<file path="config.mk">
export PLATFORM = sky130hd
export DESIGN_NAME = flow_priority_table_unit
export DESIGN_NICKNAME = d
export VERILOG_FILES = /design/src/rtl/fpt_pkg.sv /design/src/rtl/flow_priority_table_unit.sv /design/src/rtl/fpt_front.sv /design/src/rtl/fpt_back.sv
export SDC_FILE = /design/constraint.sdc
export NUM_CORES = 2
export LEC_CHECK = 0
export BUFFER_PORTS_ARGS = -buffer_cell sky130_fd_sc_hd__buf_2
export CORE_ASPECT_RATIO = 1.75
export CORE_UTILIZATION = 60
export CTS_CLUSTER_DIAMETER = 150
export CTS_CLUSTER_SIZE = 8
export DETAILED_ROUTE_END_ITERATION = 10
export GPL_ROUTABILITY_DRIVEN = 0
export PLACE_DENSITY = 0.76
export SYNTH_ARGS = -nofsm -noshare
export SYNTH_HDL_FRONTEND = slang
export SYNTH_SLANG_ARGS = --single-unit
</file>
<file path="constraint.sdc">
create_clock -name clk -period 5.7 [get_ports clk]
set_input_delay 1.71 -clock clk [delete_from_list [all_inputs] [get_ports clk]]
set_output_delay 1.71 -clock clk [all_outputs]
set_load 0.02 [all_outputs]
</file>
<file path="src/rtl/fpt_pkg.sv">
// ----------------------------------------------------------------------------
// fpt_pkg: shared types and constants for the flow priority table
// Request/result structs, request codes, status codes and the entry layout.
// ----------------------------------------------------------------------------
`default_nettype none

package fpt_pkg;

    localparam int unsigned FPT_DEPTH = 64;

    typedef enum logic [2:0] {
        REQ_INSERT   = 3'd0,
        REQ_DEL_ID   = 3'd1,
        REQ_DEL_POS  = 3'd2,
        REQ_FIND_POS = 3'd3,
        REQ_SET_EXEC = 3'd4,
        REQ_PEEK     = 3'd5,
        REQ_POP      = 3'd6,
        REQ_NONE     = 3'd7
    } req_code_t;

    localparam logic [1:0] ST_OK       = 2'd0;
    localparam logic [1:0] ST_NOTFOUND = 2'd1;
    localparam logic [1:0] ST_FULL     = 2'd2;

    typedef struct packed {
        logic [2:0]  req_type;
        logic [7:0]  flow_id;
        logic [15:0] arrival;
        logic [15:0] transmit_len;
        logic [7:0]  prio;
        logic [7:0]  orig_position;
        logic        exec_flag;
    } fpt_req_t;

    typedef struct packed {
        logic [1:0]  status;
        logic [7:0]  out_flow_id;
        logic [15:0] out_arrival;
        logic [15:0] out_transmit_len;
        logic [7:0]  out_prio;
        logic [7:0]  out_position;
        logic        out_exec;
        logic [6:0]  entry_count;
    } fpt_res_t;

    // stored entry, 57 data bits
    typedef struct packed {
        logic [7:0]  id;
        logic [15:0] arr;
        logic [15:0] tx;
        logic [7:0]  pri;
        logic [7:0]  pos;
        logic        ex;
    } fpt_entry_t;

    // true when a must be served before b
    function automatic logic fpt_ahead(input fpt_entry_t a, input fpt_entry_t b);
        logic r;
        if (a.ex != b.ex)        r = a.ex;
        else if (a.pri != b.pri) r = (a.pri < b.pri);
        else if (a.arr != b.arr) r = (a.arr < b.arr);
        else if (a.tx != b.tx)   r = (a.tx < b.tx);
        else                     r = (a.pos < b.pos);
        return r;
    endfunction

endpackage

`default_nettype wire

</file>
<file path="src/rtl/flow_priority_table_unit.sv">
// ----------------------------------------------------------------------------
// flow_priority_table_unit: bounded flow table with best-entry selection
// Insert, delete, look up, flag, peek and pop over a table of flow entries.
// ----------------------------------------------------------------------------
// Usage:
//   Request channel: drive req and pulse start; the request is taken on a
//   clock edge where start is high and busy is low. busy rises only when the
//   two-deep request queue is full.
//   Result channel: done is high for exactly one cycle with rsp valid. The
//   receiver cannot stall; every request yields exactly one result.
// Request flow:
//   Each request walks the entry memory one slot per cycle through its single
//   registered read port, then the engine applies the request and registers
//   its result. A queued request is taken at the edge that ends the done
//   cycle, so the engine takes no new request before the last result is out.
//   Requests are served strictly in order, one at a time.
// Best entry: executing flag set first, then lowest priority, earliest
//   arrival, shortest transmission, lowest position, lowest slot.
// Reset: asynchronous, clears the queue, all slot valid bits and the count;
//   the entry memory itself is not cleared.
// ----------------------------------------------------------------------------
`default_nettype none

module flow_priority_table_unit #(
    parameter int unsigned TABLE_DEPTH = fpt_pkg::FPT_DEPTH
) (
    input  wire logic            clk,
    input  wire logic            rst_n,
    input  wire logic            start,
    output logic                 busy,
    input  fpt_pkg::fpt_req_t    req,
    output logic                 done,
    output fpt_pkg::fpt_res_t    rsp
);
    import fpt_pkg::*;

    fpt_req_t head_data;
    logic     head_valid;
    logic     head_pop;
    logic     full;
    logic     engine_idle;

    assign busy = full;

    fpt_front u_front (
        .clk        (clk),
        .rst_n      (rst_n),
        .push       (start),
        .push_data  (req),
        .full       (full),
        .head_valid (head_valid),
        .head_data  (head_data),
        .pop        (head_pop)
    );

    fpt_back #(.DEPTH(TABLE_DEPTH)) u_back (
        .clk       (clk),
        .rst_n     (rst_n),
        .req_valid (head_valid),
        .req_data  (head_data),
        .req_pop   (head_pop),
        .res_valid (done),
        .res_data  (rsp),
        .idle      (engine_idle)
    );

    // a result only comes from a request the engine finished
    a_done_after_work: assert property (@(posedge clk) disable iff (!rst_n)
        done |-> $past(!engine_idle))
        else $error("result without active request");

    // the engine only takes a request when it is idle
    a_pop_idle: assert property (@(posedge clk) disable iff (!rst_n)
        head_pop |-> engine_idle && head_valid)
        else $error("request taken while busy");

    // status is never an unused code
    a_status: assert property (@(posedge clk) disable iff (!rst_n)
        done |-> rsp.status <= ST_FULL)
        else $error("bad status code");

endmodule

`default_nettype wire

</file>
<file path="src/rtl/fpt_front.sv">
// ----------------------------------------------------------------------------
// fpt_front: request intake
// Two-entry request queue; accepts while not full, hands requests to the back.
// ----------------------------------------------------------------------------
`default_nettype none

module fpt_front (
    input  wire logic            clk,
    input  wire logic            rst_n,
    input  wire logic            push,
    input  fpt_pkg::fpt_req_t    push_data,
    output logic                 full,
    output logic                 head_valid,
    output fpt_pkg::fpt_req_t    head_data,
    input  wire logic            pop
);
    import fpt_pkg::*;

    fpt_req_t   q_reg [2];
    logic       rd_ptr_reg, wr_ptr_reg;
    logic [1:0] cnt_reg;

    assign full       = (cnt_reg == 2'd2);
    assign head_valid = (cnt_reg != 2'd0);
    assign head_data  = q_reg[rd_ptr_reg];

    always_ff @(posedge clk) begin
        if (push && !full) begin
            q_reg[wr_ptr_reg] <= push_data;
        end
    end

    always_ff @(posedge clk or negedge rst_n) begin
        if (!rst_n) begin
            rd_ptr_reg <= 1'b0;
            wr_ptr_reg <= 1'b0;
            cnt_reg    <= 2'd0;
        end
        else begin
            if (push && !full) begin
                wr_ptr_reg <= ~wr_ptr_reg;
            end
            if (pop && head_valid) begin
                rd_ptr_reg <= ~rd_ptr_reg;
            end
            cnt_reg <= cnt_reg + {1'b0, push && !full} - {1'b0, pop && head_valid};
        end
    end

endmodule

`default_nettype wire

</file>
<file path="src/rtl/fpt_back.sv">
// ----------------------------------------------------------------------------
// fpt_back: table engine
// Scans the entry memory one slot a cycle, then applies and reports.
// ----------------------------------------------------------------------------
`default_nettype none

module fpt_back #(
    parameter int unsigned DEPTH = fpt_pkg::FPT_DEPTH
) (
    input  wire logic            clk,
    input  wire logic            rst_n,
    input  wire logic            req_valid,
    input  fpt_pkg::fpt_req_t    req_data,
    output logic                 req_pop,
    output logic                 res_valid,
    output fpt_pkg::fpt_res_t    res_data,
    output logic                 idle
);
    import fpt_pkg::*;

    localparam int unsigned AW = (DEPTH > 1) ? $clog2(DEPTH) : 1;
    localparam int unsigned CW = $clog2(DEPTH + 1);

    typedef enum logic [2:0] {S_IDLE, S_SCAN, S_LAST, S_RD, S_RDW, S_DONE} state_t;

    fpt_entry_t mem [DEPTH];
    logic [DEPTH-1:0] valid_reg;

    state_t     state_reg;
    fpt_req_t   cur_reg;
    logic [AW:0] idx_reg;
    logic [AW-1:0] rd_idx;
    fpt_entry_t rd_reg;
    logic       rd_v_reg;
    logic [AW-1:0] rd_a_reg;
    logic       hit_reg;
    logic [AW-1:0] hit_idx_reg;
    fpt_entry_t hit_ent_reg;
    logic       free_reg;
    logic [AW-1:0] free_idx_reg;
    logic [CW-1:0] count_reg;
    logic       res_valid_reg;
    fpt_res_t   res_reg;

    logic match;
    logic better;
    req_code_t rq;

    assign rq = req_code_t'(cur_reg.req_type);
    assign rd_idx = idx_reg[AW-1:0];

    always_comb begin
        unique case (rq)
            REQ_DEL_ID, REQ_SET_EXEC:  match = (rd_reg.id == cur_reg.flow_id);
            REQ_DEL_POS, REQ_FIND_POS: match = (rd_reg.pos == cur_reg.orig_position);
            default:                   match = 1'b0;
        endcase
        better = !hit_reg || fpt_ahead(rd_reg, hit_ent_reg);
    end

    assign req_pop   = (state_reg == S_IDLE) && req_valid;
    assign res_valid = res_valid_reg;
    assign res_data  = res_reg;
    assign idle      = (state_reg == S_IDLE);

    // memory read, registered; insert and flag write-back in S_DONE
    always_ff @(posedge clk) begin
        rd_reg   <= mem[rd_idx];
        rd_a_reg <= rd_idx;
        if (state_reg == S_DONE && hit_reg && rq == REQ_SET_EXEC) begin
            mem[hit_idx_reg] <= '{hit_ent_reg.id, hit_ent_reg.arr, hit_ent_reg.tx,
                                  hit_ent_reg.pri, hit_ent_reg.pos, cur_reg.exec_flag};
        end
        else if (state_reg == S_DONE && rq == REQ_INSERT && free_reg) begin
            mem[free_idx_reg] <= '{cur_reg.flow_id, cur_reg.arrival, cur_reg.transmit_len,
                                   cur_reg.prio, cur_reg.orig_position, 1'b0};
        end
    end

    always_ff @(posedge clk or negedge rst_n) begin
        if (!rst_n) begin
            state_reg     <= S_IDLE;
            valid_reg     <= '0;
            count_reg     <= '0;
            res_valid_reg <= 1'b0;
            rd_v_reg      <= 1'b0;
            hit_reg       <= 1'b0;
            free_reg      <= 1'b0;
            idx_reg       <= '0;
        end
        else begin
            res_valid_reg <= 1'b0;
            unique case (state_reg)
                S_IDLE: begin
                    if (req_valid) begin
                        cur_reg   <= req_data;
                        idx_reg   <= '0;
                        hit_reg   <= 1'b0;
                        free_reg  <= 1'b0;
                        rd_v_reg  <= 1'b0;
                        state_reg <= S_SCAN;
                    end
                end
                S_SCAN, S_LAST: begin
                    // rd_reg holds slot rd_a_reg when rd_v_reg
                    if (rd_v_reg) begin
                        if (valid_reg[rd_a_reg]) begin
                            if (rq == REQ_PEEK || rq == REQ_POP) begin
                                if (better) begin
                                    hit_reg     <= 1'b1;
                                    hit_idx_reg <= rd_a_reg;
                                    hit_ent_reg <= rd_reg;
                                end
                            end
                            else if (match && !hit_reg) begin
                                hit_reg     <= 1'b1;
                                hit_idx_reg <= rd_a_reg;
                                hit_ent_reg <= rd_reg;
                            end
                        end
                        else if (!free_reg) begin
                            free_reg     <= 1'b1;
                            free_idx_reg <= rd_a_reg;
                        end
                    end
                    if (state_reg == S_LAST) begin
                        state_reg <= S_DONE;
                        rd_v_reg  <= 1'b0;
                    end
                    else begin
                        rd_v_reg <= 1'b1;
                        if (idx_reg == (AW+1)'(DEPTH - 1)) begin
                            state_reg <= S_LAST;
                        end
                        else begin
                            idx_reg <= idx_reg + 1'b1;
                        end
                    end
                end
                S_DONE: begin
                    res_valid_reg <= 1'b1;
                    res_reg <= '0;
                    unique case (rq)
                        REQ_INSERT: begin
                            if (free_reg) begin
                                valid_reg[free_idx_reg] <= 1'b1;
                                count_reg <= count_reg + 1'b1;
                                res_reg <= '{ST_OK, cur_reg.flow_id, cur_reg.arrival,
                                             cur_reg.transmit_len, cur_reg.prio,
                                             cur_reg.orig_position, 1'b0,
                                             7'(count_reg + 1'b1)};
                            end
                            else begin
                                res_reg.status      <= ST_FULL;
                                res_reg.entry_count <= 7'(count_reg);
                            end
                        end
                        REQ_NONE: begin
                            res_reg.status      <= ST_NOTFOUND;
                            res_reg.entry_count <= 7'(count_reg);
                        end
                        default: begin
                            if (hit_reg) begin
                                if (rq == REQ_DEL_ID || rq == REQ_DEL_POS || rq == REQ_POP)
                                begin
                                    valid_reg[hit_idx_reg] <= 1'b0;
                                    count_reg <= count_reg - 1'b1;
                                    res_reg.entry_count <= 7'(count_reg - 1'b1);
                                end
                                else begin
                                    res_reg.entry_count <= 7'(count_reg);
                                end
                                res_reg.status           <= ST_OK;
                                res_reg.out_flow_id      <= hit_ent_reg.id;
                                res_reg.out_arrival      <= hit_ent_reg.arr;
                                res_reg.out_transmit_len <= hit_ent_reg.tx;
                                res_reg.out_prio         <= hit_ent_reg.pri;
                                res_reg.out_position     <= hit_ent_reg.pos;
                                res_reg.out_exec         <= (rq == REQ_SET_EXEC) ?
                                                            cur_reg.exec_flag : hit_ent_reg.ex;
                            end
                            else begin
                                res_reg.status      <= ST_NOTFOUND;
                                res_reg.entry_count <= 7'(count_reg);
                            end
                        end
                    endcase
                    state_reg <= S_IDLE;
                end
                default: state_reg <= S_IDLE;
            endcase
        end
    end

endmodule

`default_nettype wire

</file>
==> results.ini <==
[pwr]
seqPwrFrac=0.399
power.switching_mw=25.1
vdd_ir_drop_max_v=0.000357
p_int_mw=63.1
switching_share=0.285
clock_power_share=0.362
power_mw=88.2
pwr_density_cell_nw_per_um2=489
combPwrFrac=0.239
p_leak_nw=57.1

[grt]
grt_pass1_vias=83500
grt-ovfl-total=0
antenna_found_initial=39
grt_max_degree=110
grt.met3_usage=0.0916
busiest_layer=met2
grt_use_total=0.352
use_met2=0.573
grt_pass1_wl_um=642000
met1_usage=0.426

[logic_synthesis]
synth_top_area_frac=0.758
ys_types=58
synth_cells=6560
synth_top_family_by_area=multiplexers
synth_seq_area_share=0.781
synthSimpleGateAreaFrac=0.0100
synth_compound_area_frac=0.0126
syn_area_um2=157000
synth_edf_count=3963
synthMuxAreaShare=0.180
synth-xor-area-share=0.00207
avgSynthCellArea_um2=23.9
synthesis.nets=6675
synth.most_common_cell=edfxtp_1
synthTopCellsByArea=edfxtp_1, mux4_2, dfrtp_1, dfxtp_1, o21ai_0
synth_top_cells_by_count=edfxtp_1, mux4_2, o21ai_0
synth-adder-area-share=0.00415
yosysWarnings=0
ys_async_sr_fraction=0.0216
synth_flop_cell=edfxtp_1
synth_seq_cells=4115
synth.largest_area_cell=edfxtp_1

[sta]
min_period_ns=5.19
setup_tns_ns=0
fin_crit_sh=0.910
worst_pin_slew_ns=1.35
slew_headroom=0.0959
finClkSkew_ns=0.0543
rsz0062_at_grt=false
final_max_slew_viol_count=0
hold_viol=0
fmax_mhz=193
finalSetupViolCount=0

[clocking]
numClockSinks=4115
cts_root_buf=clkbuf_16
cts_resized=0
clock_path_buffers=4
cts_tree=built
cts_hold_buffers=0
cts_setup_buffers=0
insertion_delay_ns=0.93
cts_buffers=588
htreeDepth=6
path_clk_slew_ns=0.05

[setup_path]
path_class=reg2reg
r2r-end=u_back.mem[45][26]$_DFFE_PP_
path_max_fanout=33
reg2reg_slack_ns=0.51
cp-end-kind=flip-flop
r2r_cells=6
crit-reg2reg-launch=u_back.rq[0]$_DFFE_PP_
crit_required_ns=6.25
critPathLaunchType=flip-flop
arrival_ns=5.74

[drt]
drcViolationCount=0
dr.pass1.iters=8
ant_nets=0
drt_iter0_markers=12400
totalWireLength_um=460000
num_vias=81000
viasPerCell=7.50
wl_per_cell_um=42.6

[floorplan]
core_um2=260000
die_w_um=389
num_rows=248
initial_core_util=0.603
die-area_um2=264000
pin_count=131
die_y_um=678

[layout]
nets=7315
largest_reg_flops=3648
fillers=13900
area_growth_syn_to_layout_pct=15.0
regArea_um2=123000
multi_input_area_um2=33800
layout-drive-gt1-share=0.328

[job]
drv_cap=0

[worst_hold_path]
min_from=u_back.rd_reg[15]$_DFF_P_
whs_path_depth=0
holdCritPathClass=reg2reg
min_to=u_back.hit_ent_reg[15]$_DFFE_PP_

[run_status]
status=finished clean

[placed_design]
io_buffers=130
dp_hpwl_um=233000

==> per-stage QoR <==
| step | setup slack [ns] | instance area, um2 | std cells | hold WS (ns) | util |
|---|---|---|---|---|---|
| finish | 0.514 | 180000 | 10800 | 0.436 | 0.693 |
| CTS | 0.646 | 180000 | 10800 | 0.428 | 0.693 |
| floorplan | 0.491 | 157000 | 6560 | 0.345 | - |
| detailed placement | 0.787 | 164000 | 9984 | 0.419 | 0.630 |
| global placement | 0.878 | 164000 | 9984 | 0.413 | 0.630 |
| global route | 0.526 | 180000 | 10800 | 0.446 | 0.693 |
==> cell families (layout without fill, tap and decap cells) <==
| family | after synthesis | in the layout |
|---|---|---|
| multiplexers | 1310 | 1310 |
| AO/OA/AOI/OAI | 321 | 321 |
| XOR/XNOR | 37 | 37 |
| flip-flops | 4115 | 4115 |
| buffers and inverters | 395 | 1241 |
| adder cells (fa/ha/maj) | 52 | 52 |
| AND/OR/NAND/NOR | 330 | 330 |
| other | 0 | 20 |
==> layer usage <==
| layer | wire length, um | vias to the layer above |
|---|---|---|
| met1 | 141000 | 42100 |
| met4 | 32300 | 26 |
| li1 | - | 29300 |
| met2 | 228000 | 7860 |
| met3 | 57500 | 1821 |
| met5 | 173 | - |
==> area by class of cell <==
type	count	area share
diodes	20	0.000277
clock buffers	768	0.0877
clock inverters	28	0.00207
inverters	66	0.00137
multi-input cells	2050	0.187
flip-flops and latches	4115	0.679
well taps	3375	0.0234
repair buffers	379	0.0187
==> critical path, stage by stage (launching register included) <==
cell	delay [ns]
edfxtp_1	0.57
or4b_2	0.92
nor2_4	0.48
mux2i_1	0.56
nand2_1	0.66
nor2_4	1.13
buf_12	0.43
==> power groups by stage <==
stage | combinational (mW) | sequential [mW] | clock (mW)
4_1_cts | 20.9 | 35.1 | 32.0
5_1_grt | 21.6 | 35.2 | 33.0
6_report | 21.1 | 35.2 | 31.9
2_1_floorplan | 14.1 | 34.9 | 0
3_3_place_gp | 19.9 | 35.6 | 0
3_5_place_dp | 20.1 | 35.7 | 0
==> cells in the final DEF, fill, tap and decap left out, drive strengths merged, types with 8 or more instances in the layout <==
master,instances
a21o,8
a21oi,23
a22o,57
a31oi,8
buf,379
clkbuf,768
clkinv,11
dfrtp,89
dfxtp,63
diode,20
edfxtp,3963
ha,52
inv,82
mux2,81
mux2i,28
mux4,1201
nand2,95
nand2b,22
nand3,36
nand4,17
nor2,94
nor2b,15
nor3,12
o21ai,186
o31ai,8
xnor2,18
xor2,19
==> worst max-delay path by stage <==
| stage | startpoint | end | slack [ns] | cells after the start |
|---|---|---|---|---|
| after floorplan | u_back.rq[2]$_DFFE_PP_ | u_back.mem[40][0]$_DFFE_PP_ | 0.49 | 7 |
| after global placement | u_back.rq[0]$_DFFE_PP_ | u_back.mem[27][44]$_DFFE_PP_ | 0.88 | 6 |
| after detailed placement | u_back.rq[0]$_DFFE_PP_ | u_back.mem[27][44]$_DFFE_PP_ | 0.79 | 6 |
| after CTS | u_back.rq[0]$_DFFE_PP_ | u_back.mem[47][26]$_DFFE_PP_ | 0.65 | 6 |
| after global routing | u_back.rq[0]$_DFFE_PP_ | u_back.mem[45][26]$_DFFE_PP_ | 0.53 | 6 |
| final | u_back.rq[0]$_DFFE_PP_ | u_back.mem[45][26]$_DFFE_PP_ | 0.51 | 6 |
Power figures use the tool's default switching activity.
